### src/rtl/wsfd_pkg.sv
// Shared types and constants for the WebSocket frame deframer.
// No dependencies.
package wsfd_pkg;

    localparam int QUEUE_DEPTH_DEF = 4;

    localparam logic [3:0] OPCODE_TEXT  = 4'h1;
    localparam logic [3:0] OPCODE_CLOSE = 4'h8;
    localparam logic [6:0] LEN_EXT16    = 7'd126;
    localparam logic [6:0] LEN_EXT64    = 7'd127;
    localparam logic [2:0] MIN_BYTES    = 3'd6;

    typedef enum logic [2:0] {
        PH_OP     = 3'd0,
        PH_LEN    = 3'd1,
        PH_EXT_HI = 3'd2,
        PH_EXT_LO = 3'd3,
        PH_KEY    = 3'd4,
        PH_PAY    = 3'd5,
        PH_DONE   = 3'd6
    } t_phase;

    typedef enum logic [2:0] {
        ST_OK    = 3'd0,
        ST_SHORT = 3'd1,
        ST_CLOSE = 3'd2,
        ST_TEXT  = 3'd3,
        ST_LEN64 = 3'd4,
        ST_TRUNC = 3'd5
    } t_status;

    // Results caused by one accepted byte: payload byte first, then status.
    typedef struct packed {
        logic       pay_v;
        logic [7:0] pay_byte;
        logic       st_v;
        t_status    st;
    } t_job;

endpackage

### src/rtl/websocket_frame_deframer_top.sv
// WebSocket frame deframer, top level.
// Input channel: push/full, one buffer byte per transaction with an
// end-of-buffer flag. An input transaction completes on a clock edge with
// push high and full low.
// Result channel: empty/pop. While empty is low the oldest result is on
// o_out_byte/o_byte_valid/o_is_last/o_status; pop with empty low takes it.
// Each payload byte gives one unmasked byte result; the end-of-buffer byte
// adds one final status result (byte_valid 0, is_last 1).
// Throughput: one byte per cycle while full is low, limited by the single result
// register; a byte with two results holds the output for both in turn.
// A byte's results pass through the job queue and then the output register
// before they reach the ports.
// A job queue of QUEUE_DEPTH entries sits between parser and output, so
// input keeps flowing while the receiver stalls until that queue fills;
// then full rises and holds until pop frees space.
// Reset (synchronous, active low) empties the queue and output and puts the
// parser at the first header byte; no clearing pass is needed.
// Depends on wsfd_pkg, wsfd_front, wsfd_queue, wsfd_back.
module websocket_frame_deframer_top #(
    parameter int QUEUE_DEPTH = wsfd_pkg::QUEUE_DEPTH_DEF
) (
    input  logic       i_clk,
    input  logic       i_rst_n,
    input  logic       push,
    output logic       full,
    input  logic [7:0] i_data_byte,
    input  logic       i_end_of_buffer,
    output logic       empty,
    input  logic       pop,
    output logic [7:0] o_out_byte,
    output logic       o_byte_valid,
    output logic       o_is_last,
    output logic [2:0] o_status
);
    wsfd_pkg::t_job job, head;
    logic           job_wr, q_rd, q_empty, q_full;

    assign full = q_full;

    wsfd_front u_front (
        .i_clk           (i_clk),
        .i_rst_n         (i_rst_n),
        .i_push          (push),
        .i_data_byte     (i_data_byte),
        .i_end_of_buffer (i_end_of_buffer),
        .i_q_full        (q_full),
        .o_job_wr        (job_wr),
        .o_job           (job)
    );

    wsfd_queue #(
        .DEPTH (QUEUE_DEPTH)
    ) u_queue (
        .i_clk    (i_clk),
        .i_rst_n  (i_rst_n),
        .i_wr     (job_wr),
        .i_wr_job (job),
        .i_rd     (q_rd),
        .o_head   (head),
        .o_empty  (q_empty),
        .o_full   (q_full)
    );

    wsfd_back u_back (
        .i_clk        (i_clk),
        .i_rst_n      (i_rst_n),
        .i_q_empty    (q_empty),
        .i_head       (head),
        .o_q_rd       (q_rd),
        .i_pop        (pop),
        .o_empty      (empty),
        .o_out_byte   (o_out_byte),
        .o_byte_valid (o_byte_valid),
        .o_is_last    (o_is_last),
        .o_status     (o_status)
    );

endmodule

### src/rtl/wsfd_queue.sv
// Short job queue between the header parser and the result serialiser.
// Depends on wsfd_pkg.
module wsfd_queue #(
    parameter int DEPTH = wsfd_pkg::QUEUE_DEPTH_DEF
) (
    input  logic           i_clk,
    input  logic           i_rst_n,
    input  logic           i_wr,
    input  wsfd_pkg::t_job i_wr_job,
    input  logic           i_rd,
    output wsfd_pkg::t_job o_head,
    output logic           o_empty,
    output logic           o_full
);
    localparam int PTR_W = (DEPTH > 1) ? $clog2(DEPTH) : 1;
    localparam int CNT_W = $clog2(DEPTH + 1);
    localparam logic [PTR_W-1:0] PTR_LAST = PTR_W'(DEPTH - 1);
    localparam logic [CNT_W-1:0] CNT_FULL = CNT_W'(DEPTH);

    wsfd_pkg::t_job   r_mem [DEPTH];
    logic [PTR_W-1:0] r_wr_ptr, n_wr_ptr;
    logic [PTR_W-1:0] r_rd_ptr, n_rd_ptr;
    logic [CNT_W-1:0] r_cnt, n_cnt;
    logic             wr_en, rd_en;

    assign o_empty = (r_cnt == '0);
    assign o_full  = (r_cnt == CNT_FULL);
    assign o_head  = r_mem[r_rd_ptr];
    assign wr_en   = i_wr && !o_full;
    assign rd_en   = i_rd && !o_empty;

    always_comb begin
        n_wr_ptr = r_wr_ptr;
        n_rd_ptr = r_rd_ptr;
        n_cnt    = r_cnt;
        if (wr_en) begin
            n_wr_ptr = (r_wr_ptr == PTR_LAST) ? '0 : r_wr_ptr + PTR_W'(1);
        end
        if (rd_en) begin
            n_rd_ptr = (r_rd_ptr == PTR_LAST) ? '0 : r_rd_ptr + PTR_W'(1);
        end
        if (wr_en && !rd_en) begin
            n_cnt = r_cnt + CNT_W'(1);
        end else if (rd_en && !wr_en) begin
            n_cnt = r_cnt - CNT_W'(1);
        end
    end

    always_ff @(posedge i_clk) begin
        if (!i_rst_n) begin
            r_wr_ptr <= '0;
            r_rd_ptr <= '0;
            r_cnt    <= '0;
        end else begin
            r_wr_ptr <= n_wr_ptr;
            r_rd_ptr <= n_rd_ptr;
            r_cnt    <= n_cnt;
        end
    end

    always_ff @(posedge i_clk) begin
        if (wr_en) begin
            r_mem[r_wr_ptr] <= i_wr_job;
        end
    end

endmodule

### src/rtl/wsfd_front.sv
// Header parser: takes buffer bytes, tracks frame phase, unmasks payload
// and decides the end-of-buffer status. Depends on wsfd_pkg.
module wsfd_front (
    input  logic           i_clk,
    input  logic           i_rst_n,
    input  logic           i_push,
    input  logic [7:0]     i_data_byte,
    input  logic           i_end_of_buffer,
    input  logic           i_q_full,
    output logic           o_job_wr,
    output wsfd_pkg::t_job o_job
);
    wsfd_pkg::t_phase  r_phase, n_phase;
    wsfd_pkg::t_status r_pend, n_pend;
    logic [2:0]        r_seen, n_seen;
    logic [3:0]        r_opcode, n_opcode;
    logic              r_mask, n_mask;
    logic [15:0]       r_len, n_len;
    logic [15:0]       r_idx, n_idx;
    logic [31:0]       r_key, n_key;

    logic        accept;
    logic [2:0]  seen_inc;
    logic [3:0]  opc;
    logic [6:0]  len7;
    logic [15:0] len_ext;
    logic [15:0] idx_inc;
    logic [7:0]  key_byte;
    logic        pay_v;
    wsfd_pkg::t_status st;

    assign accept   = i_push && !i_q_full;
    assign seen_inc = (r_seen < wsfd_pkg::MIN_BYTES) ? r_seen + 3'd1 : r_seen;
    assign opc      = i_data_byte[3:0];
    assign len7     = i_data_byte[6:0];
    assign len_ext  = {r_len[15:8], i_data_byte};
    assign idx_inc  = r_idx + 16'd1;
    assign key_byte = r_mask ? r_key[{r_idx[1:0], 3'b000} +: 8] : 8'h00;

    // next phase
    always_comb begin
        n_phase = r_phase;
        unique case (r_phase)
            wsfd_pkg::PH_OP: begin
                n_phase = (opc == wsfd_pkg::OPCODE_TEXT) ? wsfd_pkg::PH_LEN
                                                         : wsfd_pkg::PH_DONE;
            end
            wsfd_pkg::PH_LEN: begin
                if (len7 == wsfd_pkg::LEN_EXT16) begin
                    n_phase = wsfd_pkg::PH_EXT_HI;
                end else if (len7 == wsfd_pkg::LEN_EXT64) begin
                    n_phase = wsfd_pkg::PH_DONE;
                end else if (i_data_byte[7]) begin
                    n_phase = wsfd_pkg::PH_KEY;
                end else begin
                    n_phase = (len7 == 7'd0) ? wsfd_pkg::PH_DONE : wsfd_pkg::PH_PAY;
                end
            end
            wsfd_pkg::PH_EXT_HI: begin
                n_phase = wsfd_pkg::PH_EXT_LO;
            end
            wsfd_pkg::PH_EXT_LO: begin
                if (r_mask) begin
                    n_phase = wsfd_pkg::PH_KEY;
                end else begin
                    n_phase = (len_ext == 16'd0) ? wsfd_pkg::PH_DONE : wsfd_pkg::PH_PAY;
                end
            end
            wsfd_pkg::PH_KEY: begin
                if (r_idx[1:0] == 2'd3) begin
                    n_phase = (r_len == 16'd0) ? wsfd_pkg::PH_DONE : wsfd_pkg::PH_PAY;
                end
            end
            wsfd_pkg::PH_PAY: begin
                if (idx_inc >= r_len) begin
                    n_phase = wsfd_pkg::PH_DONE;
                end
            end
            default: begin
                n_phase = r_phase;
            end
        endcase
    end

    // datapath and job outputs
    always_comb begin
        n_pend   = r_pend;
        n_opcode = r_opcode;
        n_mask   = r_mask;
        n_len    = r_len;
        n_idx    = r_idx;
        n_key    = r_key;
        pay_v    = 1'b0;
        unique case (r_phase)
            wsfd_pkg::PH_OP: begin
                n_opcode = opc;
                if (opc == wsfd_pkg::OPCODE_CLOSE) begin
                    n_pend = wsfd_pkg::ST_CLOSE;
                end else if (opc != wsfd_pkg::OPCODE_TEXT) begin
                    n_pend = wsfd_pkg::ST_TEXT;
                end
            end
            wsfd_pkg::PH_LEN: begin
                n_mask = i_data_byte[7];
                n_len  = {9'd0, len7};
                n_idx  = 16'd0;
                if (len7 == wsfd_pkg::LEN_EXT64) begin
                    n_pend = wsfd_pkg::ST_LEN64;
                end
            end
            wsfd_pkg::PH_EXT_HI: begin
                n_len = {i_data_byte, 8'd0};
            end
            wsfd_pkg::PH_EXT_LO: begin
                n_len = len_ext;
                n_idx = 16'd0;
            end
            wsfd_pkg::PH_KEY: begin
                n_key[{r_idx[1:0], 3'b000} +: 8] = i_data_byte;
                n_idx = (r_idx[1:0] == 2'd3) ? 16'd0 : idx_inc;
            end
            wsfd_pkg::PH_PAY: begin
                pay_v = 1'b1;
                n_idx = idx_inc;
            end
            default: begin
                pay_v = 1'b0;
            end
        endcase

        // status order: short buffer, header error, unfinished frame
        if (seen_inc < wsfd_pkg::MIN_BYTES) begin
            st = wsfd_pkg::ST_SHORT;
        end else if (n_pend != wsfd_pkg::ST_OK) begin
            st = n_pend;
        end else if (3'(n_phase) < 3'(wsfd_pkg::PH_DONE)) begin
            st = wsfd_pkg::ST_TRUNC;
        end else begin
            st = wsfd_pkg::ST_OK;
        end

        o_job.pay_v    = pay_v;
        o_job.pay_byte = i_data_byte ^ key_byte;
        o_job.st_v     = i_end_of_buffer;
        o_job.st       = st;
        o_job_wr       = accept && (pay_v || i_end_of_buffer);
    end

    always_ff @(posedge i_clk) begin
        if (!i_rst_n || (accept && i_end_of_buffer)) begin
            r_phase  <= wsfd_pkg::PH_OP;
            r_pend   <= wsfd_pkg::ST_OK;
            r_seen   <= '0;
            r_opcode <= '0;
            r_mask   <= 1'b0;
            r_len    <= '0;
            r_idx    <= '0;
            r_key    <= '0;
        end else if (accept) begin
            r_phase  <= n_phase;
            r_pend   <= n_pend;
            r_seen   <= seen_inc;
            r_opcode <= n_opcode;
            r_mask   <= n_mask;
            r_len    <= n_len;
            r_idx    <= n_idx;
            r_key    <= n_key;
        end
    end

endmodule

### src/rtl/wsfd_back.sv
// Result serialiser: splits queued jobs into single results and holds the
// oldest one in the output register. Depends on wsfd_pkg.
module wsfd_back (
    input  logic           i_clk,
    input  logic           i_rst_n,
    input  logic           i_q_empty,
    input  wsfd_pkg::t_job i_head,
    output logic           o_q_rd,
    input  logic           i_pop,
    output logic           o_empty,
    output logic [7:0]     o_out_byte,
    output logic           o_byte_valid,
    output logic           o_is_last,
    output logic [2:0]     o_status
);
    logic              r_out_v;
    logic              r_half;
    logic [7:0]        r_byte;
    logic              r_bv;
    logic              r_last;
    wsfd_pkg::t_status r_st;

    logic load, take, send_pay, split;

    assign load     = !r_out_v || i_pop;
    assign take     = load && !i_q_empty;
    assign send_pay = i_head.pay_v && !r_half;
    // payload byte goes first; the job stays queued until its status is out
    assign split    = send_pay && i_head.st_v;
    assign o_q_rd   = take && !split;

    assign o_empty      = !r_out_v;
    assign o_out_byte   = r_byte;
    assign o_byte_valid = r_bv;
    assign o_is_last    = r_last;
    assign o_status     = 3'(r_st);

    always_ff @(posedge i_clk) begin
        if (!i_rst_n) begin
            r_out_v <= 1'b0;
            r_half  <= 1'b0;
        end else if (take) begin
            r_out_v <= 1'b1;
            r_half  <= split;
        end else if (i_pop) begin
            r_out_v <= 1'b0;
        end
    end

    always_ff @(posedge i_clk) begin
        if (take) begin
            r_byte <= send_pay ? i_head.pay_byte : 8'h00;
            r_bv   <= send_pay;
            r_last <= !send_pay;
            r_st   <= send_pay ? wsfd_pkg::ST_OK : i_head.st;
        end
    end

endmodule

### config.mk
export PLATFORM = sky130hd
export DESIGN_NAME = websocket_frame_deframer_top
export DESIGN_NICKNAME = d
export VERILOG_FILES = /design/src/rtl/wsfd_pkg.sv /design/src/rtl/websocket_frame_deframer_top.sv /design/src/rtl/wsfd_queue.sv /design/src/rtl/wsfd_front.sv /design/src/rtl/wsfd_back.sv
export SDC_FILE = /design/constraint.sdc
export NUM_CORES = 1
export LEC_CHECK = 0
export BUFFER_PORTS_ARGS = -buffer_cell sky130_fd_sc_hd__buf_2
export CAP_MARGIN = 5
export CORE_MARGIN = 5
export CORE_UTILIZATION = 50
export DETAILED_ROUTE_END_ITERATION = 8
export HOLD_SLACK_MARGIN = 0.05
export PLACE_DENSITY = 0.67
export SLEW_MARGIN = 20
export SYNTH_ARGS = -nofsm -noshare
export SYNTH_HDL_FRONTEND = slang
export SYNTH_HIERARCHICAL = 1
export SYNTH_SLANG_ARGS = --single-unit
export TNS_END_PERCENT = 20
### constraint.sdc
create_clock -name i_clk -period 4.39 [get_ports i_clk]
set_input_delay 0.439 -clock i_clk [delete_from_list [all_inputs] [get_ports i_clk]]
set_output_delay 0.439 -clock i_clk [all_outputs]
set_load 0.02 [all_outputs]
==> summary.md <==
| Metric | Value |
|---|---|
| Post-Place Setup Slack | `about 1 ns` |
| Critical path endpoint category | `flop` |
| Core Rows | `44` |
| First-pass GRT wire length | `27900 µm` |
| H-tree depth reported by CTS | `4` |
| Worst hold path type | `primary input to flop` |
| Post-synthesis sequential area ratio | `49.4%` |
| Inserted Clock Buffers | `17` |
| Minimum clock period | `~3.4 ns` |
| Min setup slack post-route | `0.987 ns` |
| Initial Util | `roughly 51%` |
| Layout area overhead | `10.7%` |
| Die area | `about 17000 µm²` |
| Vias in the first global route | `approximately 5400` |
| Area of the core | `approximately 15000 µm²` |
| Max Freq | `slightly below 300 MHz` |
| Avg Inst Size Synth | `a little over 10 µm²` |
| Fin Setup TNS | `0 ns` |
| Simple-Gate Fraction of Synth Area | `19.3%` |
| Syn_nets | `762` |
| Synth Cell Area | `~7400 µm²` |
| Worst setup SP type | `flop` |
| Vias | `5432` |
| Final core utilization | `~56%` |
| Outcome | `finished, final reports clean` |
| Worst Skew | `between 0.006 and 0.007 ns` |
| CP endpoint | `u_queue/r_cnt[2]` |
| Clk sinks | `150` |
| # Post-CTS Setup Buffers | `0` |
| Share of layout cells above drive strength 1 | `11.6%` |
| # Max-Cap Violations | `0` |
| Synth Area in Compound Gates | `roughly 11%` |
| Total iterations of the first detailed-routing run | `5` |
| Dpl cell area | `~7600 µm²` |
| Post-synthesis register bit count | `150` |
| Via-to-Cell Ratio | `~6` |
| Fin crit share | `77.5%` |
| DRT Wirelength | `around 17000 µm` |
| Total Routing Usage GR | `19.9%` |
| Routed WL per cell | `18.1 µm` |
| CTS tree | `yes` |
| Final setup fails | `0` |
| Ys flop type | `dfxtp_1` |
| Hold Crit Depth | `1` |
| Syn Inst Count | `between 700 and 800` |
| Max VDD drop | `around 0.28 mV` |
| Residual DRC | `0` |
| Post-Synth Adder-Cell Area | `5.35%` |
| Placed wire-length estimate | `around 11000 µm` |
| R2r startpoint | `u_front/r_phase[0]` |
| Ys Warns | `6` |
| Pwr dens | `486 nW/µm²` |
| Crit path launch | `u_front/r_phase[0]` |
| Multiplexer area fraction after synthesis | `between 7 and 8%` |
| Hold_buf cts | `0` |
| Synth async-reset ratio | `0%` |
| Die width | `about 130 µm` |
| Clock root buffer | `clkbuf_16` |
| R2r setup slk | `between 0.9 and 1 ns` |
| DRT iter0 DRCs | `roughly 480` |
| Final ANT Viol Nets | `0` |
| Hold Vio Cnt, Final | `0` |
| Clk_lat worst skew | `0.43 ns` |
| Final-stage net count | `between 700 and 800` |
| Post-route cell area | `8180 µm²` |
| GP Congestion | `~0.86` |
| Worst EP arrival | `approximately 3.8 ns` |
| Ports | `28` |
| Unrepaired setup endpoints after global routing | `false` |
| Register clock-pin slew on the reported worst setup and hold paths | `0.06 ns` |
| Req. time, crit path | `approximately 4.8 ns` |
| Final Max Tran Viols | `0` |
| Initial antenna violation count | `0` |
| Reg2Reg Capture Point | `u_queue/r_cnt[2]` |
| Pwr Total | `about 4000 µW` |
| Hold_sp | `i_end_of_buffer` |
| Post-synth EDFFs | `65` |
| # diodes | `0` |
| FF-to-FF path depth | `11` |
| Largest net degree at the start of global routing | `44` |
| Netlist cell types | `65` |
| Combinational family with the most area after synthesis | `simple AND/OR/NAND/NOR gates` |
| Clock tree buffer depth | `2` |
| Slew @ Worst Pin | `1.03 ns` |
| WS Path Type | `flop to flop` |
| Port Buffers | `27` |
| Crit path max fanout | `23` |
| Worst relative slew slack | `between 30% and 40%` |
| Die Height | `around 130 µm` |
| Cts repair resizes | `0` |
| Xor/xnor share of the synthesized area | `approximately 3%` |
| GRT Residual Overflow | `0` |
| Leakage Power | `0.00288 µW` |
kinds of logic (layout without fill, tap and decap cells):
kind of cell | count (synthesis) | count (layout)
AOI/OAI and AO/OA | 138 | 138
xor gates and xnor gates | 25 | 25
adders and majority gates | 31 | 31
buffers and inverters | 69 | 94
DFF | 150 | 150
muxes | 26 | 26
and+or+nand+nor | 279 | 279
synthesized netlist by cell type (9+ instances only):
| library cell | number | area (µm²) |
|---|---|---|
| and3_1 | 11 | 68.8 |
| xnor2_1 | 15 | 131 |
| edfxtp_1 | 65 | 1950 |
| nand3_1 | 48 | 240 |
| buf_1 | 9 | 33.8 |
| nand4_1 | 11 | 68.8 |
| mux4_1 | 13 | 342 |
| a22oi_1 | 10 | 75.1 |
| and2_1 | 16 | 100 |
| dfxtp_1 | 85 | 1700 |
| inv_1 | 29 | 109 |
| a21oi_1 | 71 | 355 |
| clkbuf_1 | 14 | 52.6 |
| nand2_1 | 94 | 353 |
| xor2_1 | 10 | 87.6 |
| ha_1 | 30 | 375 |
| o21ai_0 | 23 | 115 |
| nor2_1 | 45 | 169 |
| nor3_1 | 9 | 45.0 |
| buf_2 | 12 | 60.1 |
worst min path at each step:
stage,endpoint
after floorplan,u_front/r_key[20]
after global placement,u_front/r_key[9]
after detailed placement,u_front/r_key[8]
after CTS,u_queue/r_mem[2][3]
after global routing,u_queue/r_mem[0][3]
final,u_queue/r_mem[0][3]
layout make-up:
type	count	area (µm²)
tap	184	230
sequential	150	3650
timing repair buffer	33	180
inverter	29	109
clock inverter	8	60.1
multi-input combinational	499	3430
fill	1236	6350
clock buffer	24	515
metal layers:
metal | up-vias | wire, µm | track usage, %
li1 | 2626 | - | -
met5 | - | 0 | 0
met4 | 0 | 291 | 7.43
met2 | 160 | 8210 | 32.7
met3 | 26 | 900 | 4.89
met1 | 2620 | 7380 | 25.4
cells in the final DEF (no fill, tap or decap), types with 3 or more instances in the layout:
cell type	Yosys	layout
nand3_1	48	48
nor4_1	7	7
nor2_1	45	45
xnor2_1	15	15
nor2b_1	8	8
mux2i_1	4	4
mux4_1	13	13
nor4b_1	5	5
a22oi_1	10	10
nand2_1	94	93
ha_1	30	30
clkbuf_16	0	20
and3_1	11	11
nand4_1	11	11
nand2b_1	3	3
clkbuf_1	14	4
xor2_1	10	10
dfxtp_1	85	85
buf_2	12	27
and2_1	16	16
edfxtp_1	65	65
a211oi_1	6	6
a311oi_1	3	3
mux4_2	8	8
o21ai_0	23	23
nor3b_2	4	4
o211ai_1	3	3
buf_4	2	6
inv_1	29	29
nor3_1	9	9
a21oi_1	71	71
flip-flops by register name, indices dropped and copies added (netlist names), named ones only:
register and flops:
u_back/r_half 1, u_queue/r_mem 52, u_front/r_pend 3, u_queue/r_rd_ptr 2, u_back/o_out_byte 8, u_front/r_phase 3
u_queue/r_wr_ptr 2, u_back/r_out_v 1, u_queue/r_cnt 3, u_front/r_key 32, u_back/o_byte_valid 1, u_front/r_idx 16
u_front/r_mask 1, u_front/r_len 16, u_back/o_status 3, u_front/r_seen 3, u_back/o_is_last 1
where the power goes:
group | switching, µW | total [µW] | internal (µW)
clock network | 568 | 1400 | 827
registers | 86.8 | 1720 | 1640
logic | 532 | 861 | 329
total | 1190 | 3980 | 2790
stage by stage:
| stage | hold slack [ns] | cells |
|---|---|---|
| finish | 0.270 | 927 |
| global route | 0.267 | 927 |
| CTS | 0.254 | 927 |
| detailed placement | 0.445 | 895 |
| global placement | 0.435 | 895 |
| floorplan | 0.429 | 718 |
worst max-delay path, stage by stage, from the launching register on:
cell	delay, ns
dfxtp_1	0.80
nand2_1	0.24
inv_1	0.33
nor2_1	0.07
nor2_1	0.11
nor2b_1	0.44
ha_1	0.27
inv_1	0.06
fa_1	0.38
xor2_1	0.17
or3_1	0.31
a21boi_0	0.16
Note: power is estimated with default switching activity, not from simulation.
